--- config.mk ---
export PLATFORM = sky130hd
export DESIGN_NAME = tmcw_front
export DESIGN_NICKNAME = d
export VERILOG_FILES = /design/src/design/tmcw_pkg.sv /design/src/design/tmcw_front.sv
export SDC_FILE = /design/constraint.sdc
export NUM_CORES = 1
export LEC_CHECK = 0
export BUFFER_PORTS_ARGS = -buffer_cell sky130_fd_sc_hd__buf_2
export CORE_UTILIZATION = 53
export CTS_BUF_LIST = sky130_fd_sc_hd__clkbuf_8
export CTS_CLUSTER_DIAMETER = 40
export DETAILED_ROUTE_END_ITERATION = 12
export PLACE_DENSITY = 0.81
export SLEW_MARGIN = 5
export SYNTH_ARGS = -nofsm -noshare
export SYNTH_HDL_FRONTEND = slang
export SYNTH_SLANG_ARGS = --single-unit
export TNS_END_PERCENT = 100
--- constraint.sdc ---
create_clock -name i_clk -period 3.1 [get_ports i_clk]
set_input_delay 0.465 -clock i_clk [delete_from_list [all_inputs] [get_ports i_clk]]
set_output_delay 0.465 -clock i_clk [all_outputs]
set_load 0.01 [all_outputs]
--- src/design/tmcw_pkg.sv ---
// Shared types, constants and helpers for the text-mode console writer.
package tmcw_pkg;

    // default screen geometry
    localparam int DEF_COLUMNS   = 80;
    localparam int DEF_ROWS      = 25;
    localparam int DEF_TAB_WIDTH = 8;

    localparam int CODE_W      = 8;
    localparam int ATTR_W      = 8;
    localparam int INDEX_W     = 11;
    localparam int POS_W       = 11;
    localparam int WORD_W      = 16;
    localparam int ACTION_W    = 2;
    localparam int QUEUE_DEPTH = 2;

    // action codes on the input tuser
    localparam logic [ACTION_W-1:0] ACT_PUT   = 2'd0;
    localparam logic [ACTION_W-1:0] ACT_CLEAR = 2'd1;
    localparam logic [ACTION_W-1:0] ACT_READ  = 2'd2;

    // character codes
    localparam logic [CODE_W-1:0] CH_BACKSPACE = 8'h08;
    localparam logic [CODE_W-1:0] CH_TAB       = 8'h09;
    localparam logic [CODE_W-1:0] CH_LF        = 8'h0A;
    localparam logic [CODE_W-1:0] CH_CR        = 8'h0D;
    localparam logic [CODE_W-1:0] CH_SPACE     = 8'h20;

    localparam logic [ATTR_W-1:0] BLANK_ATTR_RESET = 8'h0F;

    // job classes handed from the front end to the back end
    typedef enum logic [2:0] {
        K_NOP,
        K_BACKSPACE,
        K_TAB,
        K_NEWLINE,
        K_PRINT,
        K_CLEAR,
        K_READ
    } t_kind;

    typedef struct packed {
        t_kind               kind;
        logic [CODE_W-1:0]   code;
        logic [ATTR_W-1:0]   attr;
        logic [INDEX_W-1:0]  index;
    } t_job;

    typedef struct packed {
        logic valid;
        t_job job;
    } t_queue_head;

    function automatic logic [WORD_W-1:0] blank_word(input logic [ATTR_W-1:0] attr);
        return {attr, CH_SPACE};
    endfunction

endpackage

--- src/design/tmcw_front.sv ---
// Front end: takes input transfers, classifies them and queues jobs.
module tmcw_front (
    input  logic                 i_clk,
    input  logic                 i_rst_n,
    input  logic                 i_hold,
    input  logic                 s_axis_tvalid,
    output logic                 s_axis_tready,
    input  logic [31:0]          s_axis_tdata,  // char_code, bg_colour, fg_colour, cell_index
    input  logic [1:0]           s_axis_tuser,  // action
    output tmcw_pkg::t_queue_head o_head,
    input  logic                 i_pop,
    output logic                 o_full
);
    import tmcw_pkg::*;

    localparam int PTR_W = $clog2(QUEUE_DEPTH);
    localparam int CNT_W = $clog2(QUEUE_DEPTH + 1);

    t_job             job;
    logic [CODE_W-1:0] code;
    logic             accept;

    t_job             r_slot [QUEUE_DEPTH];
    logic [PTR_W-1:0] r_wr_ptr;
    logic [PTR_W-1:0] r_rd_ptr;
    logic [CNT_W-1:0] r_count;

    assign code = s_axis_tdata[7:0];

    always_comb begin
        job.code  = code;
        job.attr  = {s_axis_tdata[11:8], s_axis_tdata[15:12]};
        job.index = s_axis_tdata[26:16];
        case (s_axis_tuser)
            ACT_PUT: begin
                case (code)
                    CH_BACKSPACE: job.kind = K_BACKSPACE;
                    CH_TAB:       job.kind = K_TAB;
                    CH_CR, CH_LF: job.kind = K_NEWLINE;
                    default: begin
                        // printable range is 0x20..0x7F
                        job.kind = (!code[7] && code >= CH_SPACE) ? K_PRINT : K_NOP;
                    end
                endcase
            end
            ACT_CLEAR: job.kind = K_CLEAR;
            ACT_READ:  job.kind = K_READ;
            default:   job.kind = K_NOP;
        endcase
    end

    assign o_full        = (r_count == CNT_W'(QUEUE_DEPTH));
    assign s_axis_tready = !o_full && !i_hold;
    assign accept        = s_axis_tvalid && s_axis_tready;

    assign o_head.valid = (r_count != '0);
    assign o_head.job   = r_slot[r_rd_ptr];

    always_ff @(posedge i_clk) begin
        if (accept) begin
            r_slot[r_wr_ptr] <= job;
        end
    end

    always_ff @(posedge i_clk) begin
        if (!i_rst_n) begin
            r_wr_ptr <= '0;
            r_rd_ptr <= '0;
            r_count  <= '0;
        end else begin
            if (accept) begin
                r_wr_ptr <= (r_wr_ptr == PTR_W'(QUEUE_DEPTH - 1)) ? '0 : r_wr_ptr + 1'b1;
            end
            if (i_pop) begin
                r_rd_ptr <= (r_rd_ptr == PTR_W'(QUEUE_DEPTH - 1)) ? '0 : r_rd_ptr + 1'b1;
            end
            case ({accept, i_pop})
                2'b10:   r_count <= r_count + 1'b1;
                2'b01:   r_count <= r_count - 1'b1;
                default: r_count <= r_count;
            endcase
        end
    end

endmodule

==> results of run 1 <==
## metrics by stage
stage / instance area [µm²] / hold slack, ns
2_1_floorplan: 2499 / 0.4606
3_3_place_gp: 2918 / 0.4714
3_5_place_dp: 2918 / 0.4942
4_1_cts: 3097 / 0.3161
5_1_grt: 3097 / 0.3084
6_report: 3097 / 0.3335
## flip-flops by register name, summed over array words and instances (netlist names), named ones only
signal and cells:
r_wr_ptr 1, r_count 2, r_rd_ptr 1, r_slot 60
## cells in the final DEF, fill, tap and decap left out, types with 2 or more instances in the layout
master / n
xnor2_1: 2
mux2_2: 30
clkbuf_8: 9
buf_2: 66
ha_1: 3
inv_1: 7
buf_4: 4
a21oi_1: 2
edfxtp_1: 60
dfxtp_1: 5
clkinv_2: 2
nor2b_1: 2
and2_1: 3
or2_2: 2
o31ai_1: 2
nor2_1: 3
nand2_1: 3
## routing by layer
layer	global-route usage [%]	vias to the layer above	part of all wire, %
met1	20.38	663	39
met2	31.72	61	51
li1	-	675	-
met3	6.695	12	7.3
met5	0	-	0
met4	9.556	0	1.9
## cell type report
cell class,instances,area [µm²],share of cell area (%)
timing repair buffer,70,360.3,11.64
inverter,4,15.01,0.4848
clock buffer,9,123.9,4.000
tap,52,65.06,2.101
clock inverter,7,55.05,1.778
sequential,65,1902,61.41
multi-input combinational,63,575.6,18.59
## path summary, 6_finish.rpt
kind                    startpoint             to  slack (ns)  cells past startpoint
setup / recovery          register      o_head[8]        1.25                      3
hold / removal    s_axis_tdata[11]  r_slot[0][18]        0.33                      1
hold reg to reg         r_count[1]     r_count[1]        0.51                      2
setup reg to reg        r_count[1]     r_count[1]        1.26                      6
## logic make-up (layout without fill, tap and decap cells)
group	after synthesis	after routing	share of synthesized area, %
fa+ha+maj	3	3	1.502
simple gates	18	18	4.206
xor+xnor	3	3	1.052
buf+inv	7	90	1.201
flops	65	65	76.11
compound gates	9	9	2.404
mux	30	30	13.52
## worst max-delay path, cell delays in order, from the launching register on
cell and delay [ns]:
dfxtp_1 0.33, buf_4 0.24, mux2_2 0.36, buf_2 0.14
## power by group through the flow
stage | combinational [mW] | clock, mW | sequential [mW]
finish | 0.233 | 0.641 | 1.02
global route | 0.252 | 0.694 | 1.02
detailed placement | 0.234 | 0 | 1.04
global placement | 0.221 | 0 | 1.04
floorplan | 0.135 | 0 | 1.04
CTS | 0.236 | 0.657 | 1.02
==> flow_metrics.env, run 1 <==
export IMPL_drive_gt1_share_pct=52.75
export IMPL_grt_overflow=0
export IMPL_ios=72
export IMPL_netlist_area_mm2=0.002499
export IMPL_vias=1411
export IMPL_fin_skew_ns=0.004297
export IMPL_grt_pass1_wl_um=6679
export IMPL_synth_cells=135
export IMPL_synth_top_area_cell="edfxtp_1"
export IMPL_dp_cells=254
export IMPL_arrival_ns=1.38
export IMPL_worstPathMaxFanout=16
export IMPL_synth_flop_cell="edfxtp_1"
export IMPL_floorplan_initialDensity_pct=56.22
export IMPL_ant_nets=0
export IMPL_p_int_mw=1.475
export IMPL_wl_per_cell_um=16.08
export IMPL_synthToLayoutAreaGrowth_pct=23.94
export IMPL_p_sw_mw=0.4196
export IMPL_yosys_area_top_type_share_pct=72.11
export IMPL_viasPerCell=5.226
export IMPL_status="finished, violations left"
export IMPL_antenna_found_initial=0
export IMPL_clockPowerShare_pct=33.8
export IMPL_p_per_area_mw_per_mm2=611.9
export IMPL_max_slew_margin_pct=71.31
export IMPL_grt_pass1_vias=1440
export IMPL_drc=10
export IMPL_finalSetupViolations=0
export IMPL_synth_cell_types=25
export IMPL_async_reset_ff_share_pct=0
export IMPL_dp_hpwl_um=2931
export IMPL_clkSinkCount=65
export IMPL_drt_first_pass_iters=8
export IMPL_maxCapViolations=0
export IMPL_die_area_mm2=0.004993
export IMPL_root_buffer="clkbuf_8"
export IMPL_timing_final_ws_setup_ns=1.250
export IMPL_violations="design-rule violations"
export IMPL_leakage_nw=1.203
export IMPL_total_power_mw=1.895
export IMPL_cts_resized=0
export IMPL_tightest_slew_ns=0.4295
export IMPL_num_fill_cells=326
export IMPL_ir_drop_v=0.0004414
export IMPL_timing_fmax_mhz=540.6
export IMPL_final_util_pct=69.68
export IMPL_drv_slew=0
export IMPL_setup_tns_ns=0
export IMPL_totalWireLength_um=4342
export IMPL_dp_slack_ns=1.291
export IMPL_hp_class="input pin to register"
export IMPL_rsz0062_at_grt="no"
export IMPL_cts_tree="yes"
export IMPL_synth_commonest_cells="edfxtp_1, mux2_2, dfxtp_1"
export IMPL_die_h_um=70.66
export IMPL_synth_edff_count=60
export IMPL_die_w_um=70.66
export IMPL_yosys_warnings=0
export IMPL_core_area_mm2=0.004444
export IMPL_rows=24
export IMPL_finalCriticalPeriod_ns=1.850
export IMPL_drtIter0Drc=63
export IMPL_crit_path_start_kind="register"
export IMPL_cts_buffers=9
export IMPL_syn_area_per_cell_um2=18.51
export IMPL_port_buffers=66
export IMPL_endpoint_kind="output port"
export IMPL_grt_max_degree=32
export IMPL_min_period_over_period_pct=59.67
export IMPL_post_cts_buffers=0
export IMPL_hold_buffers=0
export IMPL_finalHoldViolations=0
export IMPL_required_ns=2.63
export IMPL_synth_area_leaders="edfxtp_1, mux2_2, dfxtp_1"
export IMPL_synth_most_common_cell="edfxtp_1"
export IMPL_antenna_cells=0
export IMPL_grtUsageTotal_pct=18.50
export IMPL_yosysSeqAreaShare_pct=76.11
export IMPL_power_frac_seq_pct=53.9
export IMPL_combPwrFrac_pct=12.3
export IMPL_gp_congestion=0.7008
export IMPL_clk_path_buf_depth=2
export IMPL_crit_type="register to output port"
export IMPL_h_tree_depth=3
export IMPL_p_sw_share_pct=22.14
export IMPL_finalNetCount=255
export IMPL_final_cells=270
export IMPL_clock_latency_ns=0.31
export IMPL_clk_pin_slew_ns=0.07
export IMPL_ys_ff_latch=65
export IMPL_synth_nets=177
(Power assumes the default switching activity.)
==> inputs of run 2 (changes only) <==
--- a/config.mk
+++ b/config.mk
@@ -6,11 +6,11 @@
 export NUM_CORES = 1
 export LEC_CHECK = 0
 export BUFFER_PORTS_ARGS = -buffer_cell sky130_fd_sc_hd__buf_2
-export CORE_UTILIZATION = 53
+export CORE_UTILIZATION = 48
 export CTS_BUF_LIST = sky130_fd_sc_hd__clkbuf_8
 export CTS_CLUSTER_DIAMETER = 40
 export DETAILED_ROUTE_END_ITERATION = 12
-export PLACE_DENSITY = 0.81
+export PLACE_DENSITY = 0.78
 export SLEW_MARGIN = 5
 export SYNTH_ARGS = -nofsm -noshare
 export SYNTH_HDL_FRONTEND = slang
==> constraint.sdc (replaced) <==
create_clock -name i_clk -period 1.7 [get_ports i_clk]
set_input_delay 0.255 -clock i_clk [delete_from_list [all_inputs] [get_ports i_clk]]
set_output_delay 0.255 -clock i_clk [all_outputs]
set_load 0.01 [all_outputs]
==> flow_metrics.env, run 2 (same netlist as run 1, synthesis figures left out) <==
export IMPL_totalWireLength_um=4157
export IMPL_clkSinkCount=65
export IMPL_ant_nets=0
export IMPL_drt_first_pass_iters=4
export IMPL_leakage_nw=1.205
export IMPL_viasPerCell=4.898
export IMPL_port_buffers=66
export IMPL_timing_fmax_mhz=613.8
export IMPL_finalSetupViolations=0
export IMPL_status="completed"
export IMPL_h_tree_depth=3
export IMPL_drive_gt1_share_pct=55.05
export IMPL_crit_path_start_kind="register"
export IMPL_cts_buffers=9
export IMPL_drc=0
export IMPL_grt_busiest_layer="met2"
export IMPL_dp_slack_ns=0.1472
export IMPL_ir_drop_v=0.0005264
export IMPL_hp_class="input pin to register"
export IMPL_finalHoldViolations=0
export IMPL_finalCriticalPeriod_ns=1.629
export IMPL_post_cts_buffers=0
export IMPL_grt_use_met3_pct=4.336
export IMPL_arrival_ns=1.37
export IMPL_finalNetCount=256
export IMPL_maxCapViolations=0
export IMPL_setup_tns_ns=0
export IMPL_clock_latency_ns=0.33
export IMPL_vias=1396
export IMPL_antenna_cells=0
export IMPL_root_buffer="clkbuf_8"
export IMPL_reg_top3="r_slot x60, r_count x2"
export IMPL_placed_area_mm2=0.002973
export IMPL_die_w_um=74.15
export IMPL_ios=72
export IMPL_grtUsageMet2_pct=26.16
export IMPL_rsz0062_at_grt="no"
export IMPL_endpoint_kind="output port"
export IMPL_wl_per_cell_um=14.59
export IMPL_p_per_area_mw_per_mm2=1098
export IMPL_grt_max_degree=32
export IMPL_seq_area_mm2=0.001906
export IMPL_largest_register="r_slot"
export IMPL_drtIter0Drc=42
export IMPL_largest_register_ffs=60
export IMPL_core_area_mm2=0.004880
export IMPL_synthToLayoutAreaGrowth_pct=26.94
export IMPL_required_ns=1.44
export IMPL_antenna_found_initial=0
export IMPL_mostFrequentLayoutCells="buf_2, edfxtp_1, mux2_2, clkbuf_8"
export IMPL_timing_final_ws_setup_ns=0.07092
export IMPL_drv_slew=0
export IMPL_min_period_over_period_pct=95.83
export IMPL_cts_tree="yes"
export IMPL_num_fill_cells=380
export IMPL_grt_pass1_wl_um=6023
export IMPL_die_area_mm2=0.005498
export IMPL_final_common_cell="buf_2"
export IMPL_grt_pass1_vias=1338
export IMPL_grt_use_met1_pct=17.78
export IMPL_tightest_slew_ns=0.2874
export IMPL_clk_path_buf_depth=2
export IMPL_gp_congestion=0.7103
export IMPL_rows=25
export IMPL_hold_buffers=0
export IMPL_grtUsageTotal_pct=15.88
export IMPL_die_h_um=74.15
export IMPL_fin_skew_ns=0.006289
export IMPL_worstPathMaxFanout=7
export IMPL_fin_area_mm2=0.003172
export IMPL_dp_hpwl_um=2686
export IMPL_total_power_mw=3.483
export IMPL_cts_resized=0
export IMPL_max_slew_margin_pct=80.68
export IMPL_multiInputGateArea_um2=584.3
export IMPL_grt_overflow=0
export IMPL_hold_slack_ns=0.1153
export IMPL_floorplan_initialDensity_pct=51.21
export IMPL_crit_type="register to output port"
export IMPL_clk_pin_slew_ns=0.07
## run 2: final timing paths
path	from	endpoint	slack (ns)	cells after the start
worst max-delay path	register	o_head[24]	0.07	3
worst min-delay path	s_axis_tdata[16]	r_slot[0][0]	0.12	1
worst max register to register	r_count[1]	r_count[1]	0.14	6
worst min register to register	r_count[1]	r_count[1]	0.53	2
## run 2: where the power goes
group / internal [mW] / switching, mW
registers: 1.84 / 0.0304
logic: 0.225 / 0.219
clock network: 0.646 / 0.525
## run 2: layout make-up
type | instances | area share (%)
flip-flops and latches | 65 | 60.08
clock buffers | 9 | 3.905
well taps | 67 | 2.643
clock inverters | 6 | 1.578
repair buffers | 71 | 12.90
inverters | 4 | 0.4734
multi-input cells | 63 | 18.42
## run 2: per-stage QoR
step | utilization [%] | cells
2_1_floorplan | - | 135
3_3_place_gp | 60.92 | 269
3_5_place_dp | 60.92 | 269
4_1_cts | 64.49 | 284
5_1_grt | 65.00 | 285
6_report | 65.00 | 285
## run 2: worst max-delay path, stage by stage (launching register included)
cell and delay (ns):
dfxtp_2 0.38, buf_4 0.18, mux2_2 0.35, buf_2 0.14
## run 2: layer usage
metal  vias to the layer above  share of wire, %
li1                        675                 -
met5                         -                 0
met1                       674                42
met2                        41                52
met4                         0               1.8
met3                         6               4.6
==> inputs of run 3 (changes only) <==
--- a/config.mk
+++ b/config.mk
@@ -6,11 +6,11 @@
 export NUM_CORES = 1
 export LEC_CHECK = 0
 export BUFFER_PORTS_ARGS = -buffer_cell sky130_fd_sc_hd__buf_2
-export CORE_UTILIZATION = 48
+export CORE_UTILIZATION = 57
 export CTS_BUF_LIST = sky130_fd_sc_hd__clkbuf_8
 export CTS_CLUSTER_DIAMETER = 40
 export DETAILED_ROUTE_END_ITERATION = 12
-export PLACE_DENSITY = 0.78
+export PLACE_DENSITY = 0.87
 export SLEW_MARGIN = 5
 export SYNTH_ARGS = -nofsm -noshare
 export SYNTH_HDL_FRONTEND = slang
==> constraint.sdc (replaced) <==
create_clock -name i_clk -period 2 [get_ports i_clk]
set_input_delay 0.3 -clock i_clk [delete_from_list [all_inputs] [get_ports i_clk]]
set_output_delay 0.3 -clock i_clk [all_outputs]
set_load 0.01 [all_outputs]
==> flow_metrics.env, run 3 (same netlist as run 1, synthesis figures left out) <==
export IMPL_ant_nets=0
export IMPL_critPathMaxStageDelay_ns=0.44
export IMPL_tightest_slew_ns=0.4228
export IMPL_finalNetCount=255
export IMPL_fin_area_mm2=0.003137
export IMPL_root_buffer="clkbuf_8"
export IMPL_rows=23
export IMPL_worstPathMaxFanout=9
export IMPL_grt_overflow=0
export IMPL_p_sw_share_pct=22.26
export IMPL_timing_fmax_mhz=557.4
export IMPL_maxCapViolations=0
export IMPL_wl_per_cell_um=17.01
export IMPL_cts_resized=0
export IMPL_largest_register_ffs=60
export IMPL_hold_slack_ns=0.1436
export IMPL_clockPowerShare_pct=37.5
export IMPL_leakage_nw=1.201
export IMPL_dp_slack_ns=0.2577
export IMPL_cts_tree="yes"
export IMPL_gp_congestion=0.6964
export IMPL_grtUsageTotal_pct=21.23
export IMPL_clk_pin_slew_ns=0.07
export IMPL_p_per_area_mw_per_mm2=994.9
export IMPL_timing_final_ws_setup_ns=0.2061
export IMPL_grt_pass1_vias=1406
export IMPL_ir_drop_v=0.0006318
export IMPL_clk_path_buf_depth=2
export IMPL_drive_gt1_share_pct=54.38
export IMPL_rr_startpoint="r_count[1]"
export IMPL_viasPerCell=5.217
export IMPL_setup_tns_ns=0
export IMPL_final_common_cell="buf_2"
export IMPL_combPwrFrac_pct=11.6
export IMPL_dp_hpwl_um=3017
export IMPL_required_ns=1.70
export IMPL_endpoint_kind="output port"
export IMPL_fin_skew_ns=0.01044
export IMPL_final_cells=267
export IMPL_vias=1393
export IMPL_grt_max_degree=32
export IMPL_finalHoldViolations=0
export IMPL_die_h_um=68.21
export IMPL_post_cts_buffers=0
export IMPL_p_int_mw=2.426
export IMPL_drt_first_pass_iters=4
export IMPL_drc=0
export IMPL_crit_family="flip-flops"
export IMPL_clock_latency_ns=0.34
export IMPL_num_fill_cells=256
export IMPL_antenna_cells=0
export IMPL_hp_class="input pin to register"
export IMPL_floorplan_initialDensity_pct=60.72
export IMPL_mostFrequentLayoutCells="buf_2, edfxtp_1, mux2_2, clkbuf_8"
export IMPL_die_area_mm2=0.004653
export IMPL_crit_chain="buf_4 > mux2_2 > buf_2"
export IMPL_status="completed"
export IMPL_rsz0062_at_grt="no"
export IMPL_synthToLayoutAreaGrowth_pct=25.54
export IMPL_drv_slew=0
export IMPL_crit_slowest_cell="dfxtp_2"
export IMPL_totalWireLength_um=4541
export IMPL_port_buffers=66
export IMPL_reg_top3="r_slot x60, r_count x2"
export IMPL_worst_path_buf_inv=2
export IMPL_drtIter0Drc=92
export IMPL_cts_buffers=9
export IMPL_crit_type="register to output port"
export IMPL_min_period_over_period_pct=89.70
export IMPL_h_tree_depth=3
export IMPL_power_frac_seq_pct=51.0
export IMPL_max_slew_margin_pct=71.81
export IMPL_die_w_um=68.21
export IMPL_ios=72
export IMPL_placed_area_mm2=0.002928
export IMPL_clkSinkCount=65
export IMPL_dp_cells=252
export IMPL_core_area_mm2=0.004115
export IMPL_p_sw_mw=0.6947
export IMPL_finalSetupViolations=0
export IMPL_final_util_pct=76.22
export IMPL_holdCritStartpoint="s_axis_tdata[18]"
export IMPL_hold_buffers=0
export IMPL_arrival_ns=1.49
export IMPL_antenna_found_initial=0
export IMPL_largest_register="r_slot"
export IMPL_crit_path_start_kind="register"
export IMPL_grt_pass1_wl_um=6603
export IMPL_finalCriticalPeriod_ns=1.794
export IMPL_total_power_mw=3.121
[run 3: layout make-up]
cell class | instances | area [µm²] | area share [%]
Sequential cell | 65 | 1903 | 60.67
Multi-Input combinational cell | 63 | 575.6 | 18.35
Timing Repair Buffer | 70 | 372.9 | 11.89
Clock buffer | 9 | 123.9 | 3.949
Clock inverter | 6 | 83.83 | 2.673
Tap cell | 50 | 62.56 | 1.994
Inverter | 4 | 15.01 | 0.4787
[run 3: path summary, 6_finish.rpt]
check | endpoint | slack [ns] | cells past startpoint
worst max-delay path | o_head[27] | 0.21 | 3
worst min-delay path | r_slot[1][2] | 0.14 | 1
worst max register to register | r_count[1] | 0.24 | 6
worst min register to register | r_count[1] | 0.52 | 2
[run 3: routing by layer]
layer | GRT usage (%) | vias to the layer above | share of wire, %
met5 | 0 | - | 0
met3 | 7.500 | 6 | 6.9
met1 | 23.54 | 658 | 39
met2 | 36.89 | 56 | 53
li1 | - | 673 | -
met4 | 8.594 | 0 | 1.4
[run 3: power groups by stage]
stage	Sequential [mW]	Combinational, mW	Clock (mW)
after global routing	1.60	0.394	1.24
after global placement	1.61	0.343	0
final	1.59	0.361	1.17
after detailed placement	1.62	0.361	0
after floorplan	1.61	0.212	0
after CTS	1.59	0.365	1.19
[run 3: worst register-to-register path, cell delays in order (launching register included)]
cell	delay, ns
dfxtp_1	0.35
nor2b_1	0.37
nor2_1	0.12
nand2_1	0.09
ha_1	0.25
or3_1	0.36
a21boi_1	0.15
